## src/rtl/bsm_pkg.sv

```systemverilog
package bsm_pkg;

    localparam int COORD_W = 32;
    localparam int DIFF_W  = COORD_W + 1;
    localparam int PROD_W  = 2 * DIFF_W;
    localparam int ROOT_W  = DIFF_W;
    localparam int REM_W   = ROOT_W + 3;
    localparam int WIDE_W  = COORD_W + 4;
    localparam int CNT_W   = $clog2(ROOT_W);

    localparam logic signed [WIDE_W-1:0] SAT_HI = WIDE_W'((64'sd1 <<< (COORD_W - 1)) - 1);
    localparam logic signed [WIDE_W-1:0] SAT_LO = -SAT_HI - WIDE_W'(1);

    function automatic logic signed [COORD_W-1:0] sat(input logic signed [WIDE_W-1:0] v);
        logic signed [COORD_W-1:0] res;
        if (v > SAT_HI) begin
            res = SAT_HI[COORD_W-1:0];
        end else if (v < SAT_LO) begin
            res = SAT_LO[COORD_W-1:0];
        end else begin
            res = v[COORD_W-1:0];
        end
        return res;
    endfunction

endpackage

```

## src/rtl/bsm_csub.sv

```systemverilog
module bsm_csub (
    input  logic [bsm_pkg::REM_W-1:0] i_rem_sh,
    input  logic [bsm_pkg::REM_W-1:0] i_trial,
    output logic                      o_ge,
    output logic [bsm_pkg::REM_W-1:0] o_rem
);

    assign o_ge  = (i_rem_sh >= i_trial);
    assign o_rem = o_ge ? (i_rem_sh - i_trial) : i_rem_sh;

endmodule

```

## src/rtl/bounding_sphere_merge_top.sv

```systemverilog
// Running enclosing sphere over a stream of spheres (center and radius in signed
// Q15.16). Every accepted word returns one word holding the running sphere. A word
// flagged first of list, or one with radius zero or less, goes straight to the
// output. A word that contains the running sphere, or lies inside it, goes through
// the squared center distance on the multiplier, a 33-step square root and one
// decision step. A word that sticks out goes through the same steps plus, for each
// axis, one multiply, a 33-step division and one update step, all through one
// 33x33 multiplier and one shared compare-subtract unit. The input stalls while a
// word is in work and while a finished result cannot leave the output register; a
// finished result waits there while the next word is taken.
module bounding_sphere_merge_top (
    input  logic                               i_clk,
    input  logic                               i_rst_n,
    input  logic                               i_valid,
    output logic                               o_stall,
    input  logic                               i_first_of_list,
    input  logic signed [bsm_pkg::COORD_W-1:0] i_center_x,
    input  logic signed [bsm_pkg::COORD_W-1:0] i_center_y,
    input  logic signed [bsm_pkg::COORD_W-1:0] i_center_z,
    input  logic signed [bsm_pkg::COORD_W-1:0] i_sphere_radius,
    output logic                               o_valid,
    input  logic                               i_stall,
    output logic signed [bsm_pkg::COORD_W-1:0] o_merged_x,
    output logic signed [bsm_pkg::COORD_W-1:0] o_merged_y,
    output logic signed [bsm_pkg::COORD_W-1:0] o_merged_z,
    output logic signed [bsm_pkg::COORD_W-1:0] o_merged_radius
);

    typedef enum logic [7:0] {
        S_IDLE  = 8'b0000_0001,
        S_SQ    = 8'b0000_0010,
        S_SQRT  = 8'b0000_0100,
        S_DEC   = 8'b0000_1000,
        S_MUL   = 8'b0001_0000,
        S_DIV   = 8'b0010_0000,
        S_APPLY = 8'b0100_0000,
        S_OUT   = 8'b1000_0000
    } t_state;

    t_state r_state;

    logic signed [bsm_pkg::COORD_W-1:0] r_cx, r_cy, r_cz, r_r;
    logic signed [bsm_pkg::COORD_W-1:0] r_acc_x, r_acc_y, r_acc_z, r_acc_r;
    logic [1:0]                         r_axis;
    logic [bsm_pkg::CNT_W-1:0]          r_cnt;
    logic [bsm_pkg::PROD_W-1:0]         r_sum;
    logic [bsm_pkg::PROD_W-1:0]         r_prod;
    logic [bsm_pkg::ROOT_W-1:0]         r_root;
    logic [bsm_pkg::REM_W-1:0]          r_rem;
    logic [bsm_pkg::ROOT_W-1:0]         r_k;
    logic [bsm_pkg::ROOT_W-1:0]         r_q;
    logic                               r_ovalid;
    logic signed [bsm_pkg::COORD_W-1:0] r_ox, r_oy, r_oz, r_or;

    logic signed [bsm_pkg::COORD_W-1:0] sel_c, sel_acc;
    logic signed [bsm_pkg::DIFF_W-1:0]  diff;
    logic [bsm_pkg::DIFF_W-1:0]         mag;
    logic [bsm_pkg::DIFF_W-1:0]         mul_b;
    logic [bsm_pkg::PROD_W-1:0]         product;
    logic [bsm_pkg::REM_W-1:0]          rem_sh, trial, rem_nx;
    logic                               ge;
    logic signed [bsm_pkg::WIDE_W-1:0]  dd, ar, rr, sum3, nr, kk, moved;
    logic                               contain, sticks;
    logic signed [bsm_pkg::COORD_W-1:0] moved_sat;

    always_comb begin
        case (r_axis)
            2'd0:    begin sel_c = r_cx; sel_acc = r_acc_x; end
            2'd1:    begin sel_c = r_cy; sel_acc = r_acc_y; end
            default: begin sel_c = r_cz; sel_acc = r_acc_z; end
        endcase
    end

    assign diff    = bsm_pkg::DIFF_W'(sel_c) - bsm_pkg::DIFF_W'(sel_acc);
    assign mag     = diff[bsm_pkg::DIFF_W-1] ? bsm_pkg::DIFF_W'(-diff) : bsm_pkg::DIFF_W'(diff);
    assign mul_b   = (r_state == S_SQ) ? mag : r_k;
    assign product = bsm_pkg::PROD_W'(mag) * bsm_pkg::PROD_W'(mul_b);

    always_comb begin
        if (r_state == S_SQRT) begin
            rem_sh = {r_rem[bsm_pkg::REM_W-3:0], r_sum[bsm_pkg::PROD_W-1 -: 2]};
            trial  = bsm_pkg::REM_W'({r_root, 2'b01});
        end else begin
            rem_sh = {r_rem[bsm_pkg::REM_W-2:0], r_prod[bsm_pkg::ROOT_W-1]};
            trial  = bsm_pkg::REM_W'(r_root);
        end
    end

    bsm_csub u_csub (
        .i_rem_sh (rem_sh),
        .i_trial  (trial),
        .o_ge     (ge),
        .o_rem    (rem_nx)
    );

    assign dd      = bsm_pkg::WIDE_W'(signed'({1'b0, r_root}));
    assign ar      = bsm_pkg::WIDE_W'(r_acc_r);
    assign rr      = bsm_pkg::WIDE_W'(r_r);
    assign contain = (dd + ar) <= rr;
    assign sticks  = ((dd + rr) > ar) && (r_root != '0);
    assign sum3    = dd + rr + ar;
    assign nr      = sum3 >>> 1;
    assign kk      = nr - rr;

    assign moved = (!diff[bsm_pkg::DIFF_W-1])
                 ? bsm_pkg::WIDE_W'(sel_c) - bsm_pkg::WIDE_W'(signed'({1'b0, r_q}))
                 : bsm_pkg::WIDE_W'(sel_c) + bsm_pkg::WIDE_W'(signed'({1'b0, r_q}));
    assign moved_sat = bsm_pkg::sat(moved);

    always_ff @(posedge i_clk) begin
        if (!i_rst_n) begin
            r_state  <= S_IDLE;
            r_ovalid <= 1'b0;
            r_acc_x  <= '0;
            r_acc_y  <= '0;
            r_acc_z  <= '0;
            r_acc_r  <= '0;
            r_axis   <= '0;
            r_cnt    <= '0;
        end else begin
            if (r_state == S_OUT && (!r_ovalid || !i_stall)) begin
                r_ovalid <= 1'b1;
            end else if (!i_stall) begin
                r_ovalid <= 1'b0;
            end
            case (r_state)
                S_IDLE: begin
                    if (i_valid) begin
                        r_cx   <= i_center_x;
                        r_cy   <= i_center_y;
                        r_cz   <= i_center_z;
                        r_r    <= i_sphere_radius;
                        r_axis <= '0;
                        r_cnt  <= '0;
                        r_sum  <= '0;
                        if (i_first_of_list) begin
                            r_acc_x <= i_center_x;
                            r_acc_y <= i_center_y;
                            r_acc_z <= i_center_z;
                            r_acc_r <= i_sphere_radius;
                            r_state <= S_OUT;
                        end else if (i_sphere_radius <= 0) begin
                            r_state <= S_OUT;
                        end else begin
                            r_state <= S_SQ;
                        end
                    end
                end
                S_SQ: begin
                    r_prod <= product;
                    if (r_cnt != '0) begin
                        r_sum <= r_sum + r_prod;
                    end
                    if (r_cnt == bsm_pkg::CNT_W'(3)) begin
                        r_axis  <= '0;
                        r_cnt   <= bsm_pkg::CNT_W'(bsm_pkg::ROOT_W - 1);
                        r_root  <= '0;
                        r_rem   <= '0;
                        r_state <= S_SQRT;
                    end else begin
                        r_cnt  <= r_cnt + 1'b1;
                        r_axis <= r_axis + 1'b1;
                    end
                end
                S_SQRT: begin
                    r_rem  <= rem_nx;
                    r_root <= {r_root[bsm_pkg::ROOT_W-2:0], ge};
                    r_sum  <= {r_sum[bsm_pkg::PROD_W-3:0], 2'b00};
                    r_cnt  <= r_cnt - 1'b1;
                    if (r_cnt == '0) begin
                        r_state <= S_DEC;
                    end
                end
                S_DEC: begin
                    if (contain) begin
                        r_acc_x <= r_cx;
                        r_acc_y <= r_cy;
                        r_acc_z <= r_cz;
                        r_acc_r <= r_r;
                        r_state <= S_OUT;
                    end else if (sticks) begin
                        r_acc_r <= bsm_pkg::sat(nr);
                        r_k     <= kk[bsm_pkg::ROOT_W-1:0];
                        r_axis  <= '0;
                        r_state <= S_MUL;
                    end else begin
                        r_state <= S_OUT;
                    end
                end
                S_MUL: begin
                    r_rem   <= bsm_pkg::REM_W'(product[bsm_pkg::PROD_W-1:bsm_pkg::ROOT_W]);
                    r_prod  <= bsm_pkg::PROD_W'(product[bsm_pkg::ROOT_W-1:0]);
                    r_q     <= '0;
                    r_cnt   <= bsm_pkg::CNT_W'(bsm_pkg::ROOT_W - 1);
                    r_state <= S_DIV;
                end
                S_DIV: begin
                    r_rem  <= rem_nx;
                    r_q    <= {r_q[bsm_pkg::ROOT_W-2:0], ge};
                    r_prod <= {r_prod[bsm_pkg::PROD_W-2:0], 1'b0};
                    r_cnt  <= r_cnt - 1'b1;
                    if (r_cnt == '0) begin
                        r_state <= S_APPLY;
                    end
                end
                S_APPLY: begin
                    case (r_axis)
                        2'd0:    r_acc_x <= moved_sat;
                        2'd1:    r_acc_y <= moved_sat;
                        default: r_acc_z <= moved_sat;
                    endcase
                    if (r_axis == 2'd2) begin
                        r_state <= S_OUT;
                    end else begin
                        r_axis  <= r_axis + 1'b1;
                        r_state <= S_MUL;
                    end
                end
                S_OUT: begin
                    if (!r_ovalid || !i_stall) begin
                        r_ox     <= r_acc_x;
                        r_oy     <= r_acc_y;
                        r_oz     <= r_acc_z;
                        r_or     <= r_acc_r;
                        r_state  <= S_IDLE;
                    end
                end
                default: begin
                    r_state <= S_IDLE;
                end
            endcase
        end
    end

    assign o_stall         = (r_state != S_IDLE);
    assign o_valid         = r_ovalid;
    assign o_merged_x      = r_ox;
    assign o_merged_y      = r_oy;
    assign o_merged_z      = r_oz;
    assign o_merged_radius = r_or;

    a_first_load: assert property (@(posedge i_clk) disable iff (!i_rst_n)
        (r_state == S_IDLE && i_valid && i_first_of_list)
        |=> (r_acc_x == $past(i_center_x) && r_acc_r == $past(i_sphere_radius)))
        else $error("first word not loaded");

    a_div_rem: assert property (@(posedge i_clk) disable iff (!i_rst_n)
        (r_state == S_DIV) |-> (r_rem < bsm_pkg::REM_W'(r_root)))
        else $error("division remainder out of range");

    a_out_done: assert property (@(posedge i_clk) disable iff (!i_rst_n)
        (r_state == S_OUT && (!r_ovalid || !i_stall)) |=> (r_ovalid && r_state == S_IDLE))
        else $error("result not delivered");

endmodule
```

## config.mk

```make
export PLATFORM = sky130hd
export DESIGN_NAME = bounding_sphere_merge_top
export DESIGN_NICKNAME = d
export VERILOG_FILES = /design/src/rtl/bsm_pkg.sv /design/src/rtl/bsm_csub.sv /design/src/rtl/bounding_sphere_merge_top.sv
export SDC_FILE = /design/constraint.sdc
export NUM_CORES = 2
export LEC_CHECK = 0
export BUFFER_PORTS_ARGS = -buffer_cell sky130_fd_sc_hd__clkbuf_2
export CELL_PAD_IN_SITES_DETAIL_PLACEMENT = 1
export CELL_PAD_IN_SITES_GLOBAL_PLACEMENT = 2
export CORE_MARGIN = 2
export CORE_UTILIZATION = 40
export CTS_BUF_LIST = sky130_fd_sc_hd__clkbuf_4 sky130_fd_sc_hd__clkbuf_8
export DETAILED_ROUTE_END_ITERATION = 8
export GPL_TIMING_DRIVEN = 0
export HOLD_SLACK_MARGIN = 0.02
export PLACE_DENSITY = 0.8
export SETUP_SLACK_MARGIN = 0.15
export SLEW_MARGIN = 30
export SYNTH_ARGS = -nofsm -noshare
export SYNTH_HDL_FRONTEND = slang
export SYNTH_HIERARCHICAL = 1
export SYNTH_SLANG_ARGS = --single-unit
```

## constraint.sdc

```tcl
create_clock -name i_clk -period 29.5 [get_ports i_clk]
set_clock_uncertainty 0.2 [all_clocks]
set_input_delay 8.85 -clock i_clk [delete_from_list [all_inputs] [get_ports i_clk]]
set_output_delay 8.85 -clock i_clk [all_outputs]
set_load 0.01 [all_outputs]
```

After elaboration in Yosys (flattened, before gate mapping) --
Cells that the tools add are included.
Cells by class: eq/ne operators 28, add/subtract/negate cells 13, reduce and logical (&&, ||, !) cells 35, multipliers 1, bitwise gates (word level) 1, muxes and demuxes 63, $lt $le $gt $ge 8
Operators by type and width (number):
- $mux 32 | 20
- $pmux 66 s3 | 2
- $pmux 32 s3 | 3
- $pmux 32 s2 | 3
- $mux 66 | 2
- $pmux 33 s2 | 2
- $mux 35 | 3
- $pmux 35 s3 | 1
- $mux 33 | 3
- $mux 8 | 10
- $mux 36 | 2
- $add 34x32->35 | 2
- $add 66x66->66 | 1
- $mul 33x33->66 | 1
- $pmux 8 s8 | 1
- $add 35x32->36 | 1
- $ge 36x35->1 | 1
- $gt 36x32->1 const B | 1
- $lt 36x32->1 const B | 1
- $add 32x34->35 | 1
- $gt 35x32->1 | 1
- $gt 35x32->1 const B | 1
- $le 35x32->1 | 1
- $lt 35x32->1 const B | 1
- 45 further kinds | 84
Word-level totals: input bits 133, logic and storage cells 171, output and inout port bits 130, register bits after elaboration 667

Longest topological paths before layout --
depth in word-level cells 9, gate-level depth with buffers 64, gate-level depth less buffers 56

Modules after synthesis --
Netlist, hierarchy kept.
By module, submodules not included:
- bounding_sphere_merge_top | times used 1, area an instance 77714.5 µm², cells an instance 8466, seq. area each 18577.8 µm²
- bsm_csub | times used 1, area an instance 2798.9 µm², cells an instance 412, seq. area each 0.0 µm²

Worst setup path after synthesis --
OpenSTA, ideal clock, no wires.
path type input to register, start point in i_rst_n, end point reg r_sum[0] in the netlist's numbering, enable pin, required time 28.729 ns, setup time 0.571 ns, cell stages on the path 4, data arrival time 13.908 ns, slack 14.820 ns, path buffers 2, cells stage by stage clkbuf_1 clkbuf_1 o21ai_0 nor3_1
Between the ends: cells in the longest elaborated chain, start to end 1
Ends and longest elaborated chain:
- start: declaration | RTL line bounding_sphere_merge_top.sv:13 | input logic i_rst_n,
- $reduce_and 4->1 (no source line)
- end signal: assignment | RTL line bounding_sphere_merge_top.sv:152 | r_sum <= r_sum + r_prod;
- end signal: assignment | RTL line bounding_sphere_merge_top.sv:168 | r_sum <= {r_sum[bsm_pkg::PROD_W-3:0], 2'b00};
- end: declaration | RTL line bounding_sphere_merge_top.sv:46 | logic [bsm_pkg::PROD_W-1:0] r_sum;
Every way passes these cells. A chain may end at the register's enable or synchronous reset.

Worst setup path in the final report --
start point reg r_axis[0], end point reg r_prod[63] in the netlist's numbering (data pin)
Between the ends: cells in the longest elaborated chain, start to end 8, elaborated cells on any way between the ends 10, those cells by class add/sub: 2; mul: 1; eq/ne: 1; mux: 5; reduce/logical: 1
Ends and longest elaborated chain:
- start: declaration | RTL line bounding_sphere_merge_top.sv:44 | logic [1:0] r_axis;
- start signal: assignment | RTL line bounding_sphere_merge_top.sv:162 | r_axis <= r_axis + 1'b1;
- start signal: assignment | RTL line bounding_sphere_merge_top.sv:215 | r_axis <= r_axis + 1'b1;
- $eq 2x1->1 or $logic_not 2->1 (tied branches) | RTL line bounding_sphere_merge_top.sv:67 | case (r_axis)
- $pmux 32 s2 | RTL line bounding_sphere_merge_top.sv:67
- $sub 32x32->33 (*) | RTL line bounding_sphere_merge_top.sv:74 | assign diff = bsm_pkg::DIFF_W'(sel_c) - bsm_pkg::DIFF_W'(sel_acc);
- $neg 33->33 | RTL line bounding_sphere_merge_top.sv:75 | assign mag = diff[bsm_pkg::DIFF_W-1] ? bsm_pkg::DIFF_W'(-diff) : bsm_pkg::DIFF_W'(diff);
- $mux 33 (*) | RTL line bounding_sphere_merge_top.sv:75
- $mux 33 | RTL line bounding_sphere_merge_top.sv:76 | assign mul_b = (r_state == S_SQ) ? mag : r_k;
- $mul 33x33->66 (*) | RTL line bounding_sphere_merge_top.sv:77 | assign product = bsm_pkg::PROD_W'(mag) * bsm_pkg::PROD_W'(mul_b);
- $pmux 66 s3 (*) | RTL line bounding_sphere_merge_top.sv:126 | case (r_state)
- end signal: assignment | RTL line bounding_sphere_merge_top.sv:150 | r_prod <= product;
- end signal: assignment | RTL line bounding_sphere_merge_top.sv:192 | r_prod <= bsm_pkg::PROD_W'(product[bsm_pkg::ROOT_W-1:0]);
- end signal: assignment | RTL line bounding_sphere_merge_top.sv:200 | r_prod <= {r_prod[bsm_pkg::PROD_W-2:0], 1'b0};
- end: declaration | RTL line bounding_sphere_merge_top.sv:47 | logic [bsm_pkg::PROD_W-1:0] r_prod;
Every way passes the cells marked *; elsewhere a longest branch is shown, timed or not.

==> key figures <==
Finish
  – Final nets: 11030
  – Share of layout cells above drive strength 1: 0.08844
  – Non-filler instance count after layout: 12080
  – Layout area overhead: 10.78%

Floorplanning
  – Initial Util: 0.4024
  – Cell Rows: 164
  – Core area: 199900 um2
  – Die Wd: 452.4 um
  – Chip height: 452.4 um
  – I/O pin cnt: 263
  – Die ar.: 204700 um2

Global routing
  – Largest net degree at the start of global routing: 52
  – Grt total ovfl: 0
  – GRT Overall Usage: 0.3535
  – First-pass GRT wire length: 524.8 mm
  – Vias in the first global route: 74640
  – Initial antenna violation count: 25

Clocking
  – Max clock buf depth: 3
  – Num CTS Buffers: 119
  – CTS Sinks: 667
  – TritonCTS clock tree: yes
  – Post-cts resize count: 0
  – # H-tree levels: 3
  – Root Driver: clkbuf_8
  – Hold Buf Count CTS: 0
  – Clock Latency Late Sink: 980 ps
  – Postcts setup bufs: 0
  – Clock transition at path regs: 70 ps

STA
  – Final setup TNS: 0 ps
  – Worst slew margin: 0.2318
  – Least-Margin Pin Slew: 1152 ps
  – Max-slew violation count: 0
  – Final setup violating endpoints: 0
  – Final Hold Fails: 0
  – Final Cycle Share: 0.6930
  – Unrepaired setup endpoints after global routing: false
  – FMAX: 48.92 MHz
  – Crit path time final: 20440 ps

Place
  – DP Cell Count: 11840
  – GP Congestion: 1.025
  – IO Port Bufs: 261
  – DP Wirelength: 308.0 mm

Synth
  – Total nets after synthesis: 10580
  – Syn avg cell area: 9.074 um2
  – Synthesized cell area: 80430 um2
  – Synth warn: 6
  – Post-Syn Instances: 8864

Critical path
  – Slowest-stage cell, CP: xor2_1
  – Critical path required time: 30040 ps
  – Worst Setup SP: r_axis[0]
  – Critical path class: reg2reg
  – Startpoint Class: flip-flop
  – CP most frequent cell: inv_1
  – Crit path capture type: flip-flop
  – CP peak stage delay: 920 ps
  – CP max FO: 10
  – Reg-to-Reg Start: r_axis[0]
  – Worst EP arrival: 20980 ps

Route
  – Final wirelength: 362.7 mm
  – WL met1: 149.8 mm
  – Via count: 70200
  – WL/cell: 30.02 um
  – DR WL met3: 23.24 mm
  – Detailed router's first-iteration violation count: 5561
  – First-pass iteration count of the detailed router: 6
  – Remaining DRCs: 0
  – Vias per cell: 5.811
  – Top sig layer: met5
  – Met2 wire length: 165.6 mm
  – Antenna viol nets, final: 0

Flow run
  – Max-Cap Viols: 0

Status
  – Status: completed

Min path
  – Hold Crit Start: r_acc_y[9]
  – HP Class: reg2reg
worst max-delay path, delay by kind of cell (launching register included):
family	cells	cell delay, ps
flip-flops	1	400
AO/OA/AOI/OAI	19	5610
XOR/XNOR	2	1680
AND/OR/NAND/NOR	12	2620
buffers and inverters	18	5360
adder cells (fa/ha/maj)	11	4450
state kept, by name (all words and copies together) (netlist names), 33 cells and up:
signal / cells
r_root: 33
r_sum: 66
r_k: 33
r_prod: 66
r_rem: 35
r_q: 33
final timing paths:
path / depth (start not counted) / end / slack (ps)
worst max-delay path: 62 / r_prod[63] / 9060
worst min-delay path: 0 / o_merged_y[9] / 180
worst max register to register: 62 / r_prod[63] / 9060
worst min register to register: 0 / o_merged_y[9] / 180
final cells by class:
class	count	area, um2
repair buffers	321	2090
flip-flops and latches	667	18580
diodes	16	40.04
clock buffers	156	1953
well taps	2656	3323
inverters	1255	4711
plain buffers	395	1657
clock inverters	67	639.4
fillers	23270	110800
multi-input cells	6547	56110
layer usage:
metal  track usage  vias to the layer above
met5             0                        -
met4        0.1941                        8
li1              -                    30530
met1        0.4582                    36370
met2        0.5707                     2587
met3       0.04865                      696
cell usage in the layout (no fill, tap or decap), drive strengths merged, types with 131 or more instances in the layout:
cell,n
nor2,755
a22o,131
a21oi,442
fa,966
inv,1256
a21o,188
ha,621
dfxtp,145
nand2,1159
clkbuf,747
xnor2,274
o21ai,426
edfxtp,522
xor2,139
metrics by stage:
step / util / setup WS [ps] / area (um2) / hold slack, ps
final: 0.4458 / 9057 / 89100 / 180.6
after floorplan: - / 14820 / 80430 / 223.1
after global placement: 0.4256 / 8184 / 85060 / 243.0
after detailed placement: 0.4324 / 9393 / 86420 / 241.0
after global routing: 0.4457 / 8533 / 89090 / 198.9
after CTS: 0.4454 / 9330 / 89010 / 171.1
Power is not shown: default switching activity piles up to over one toggle a cycle in this logic, so the estimate is an artifact.
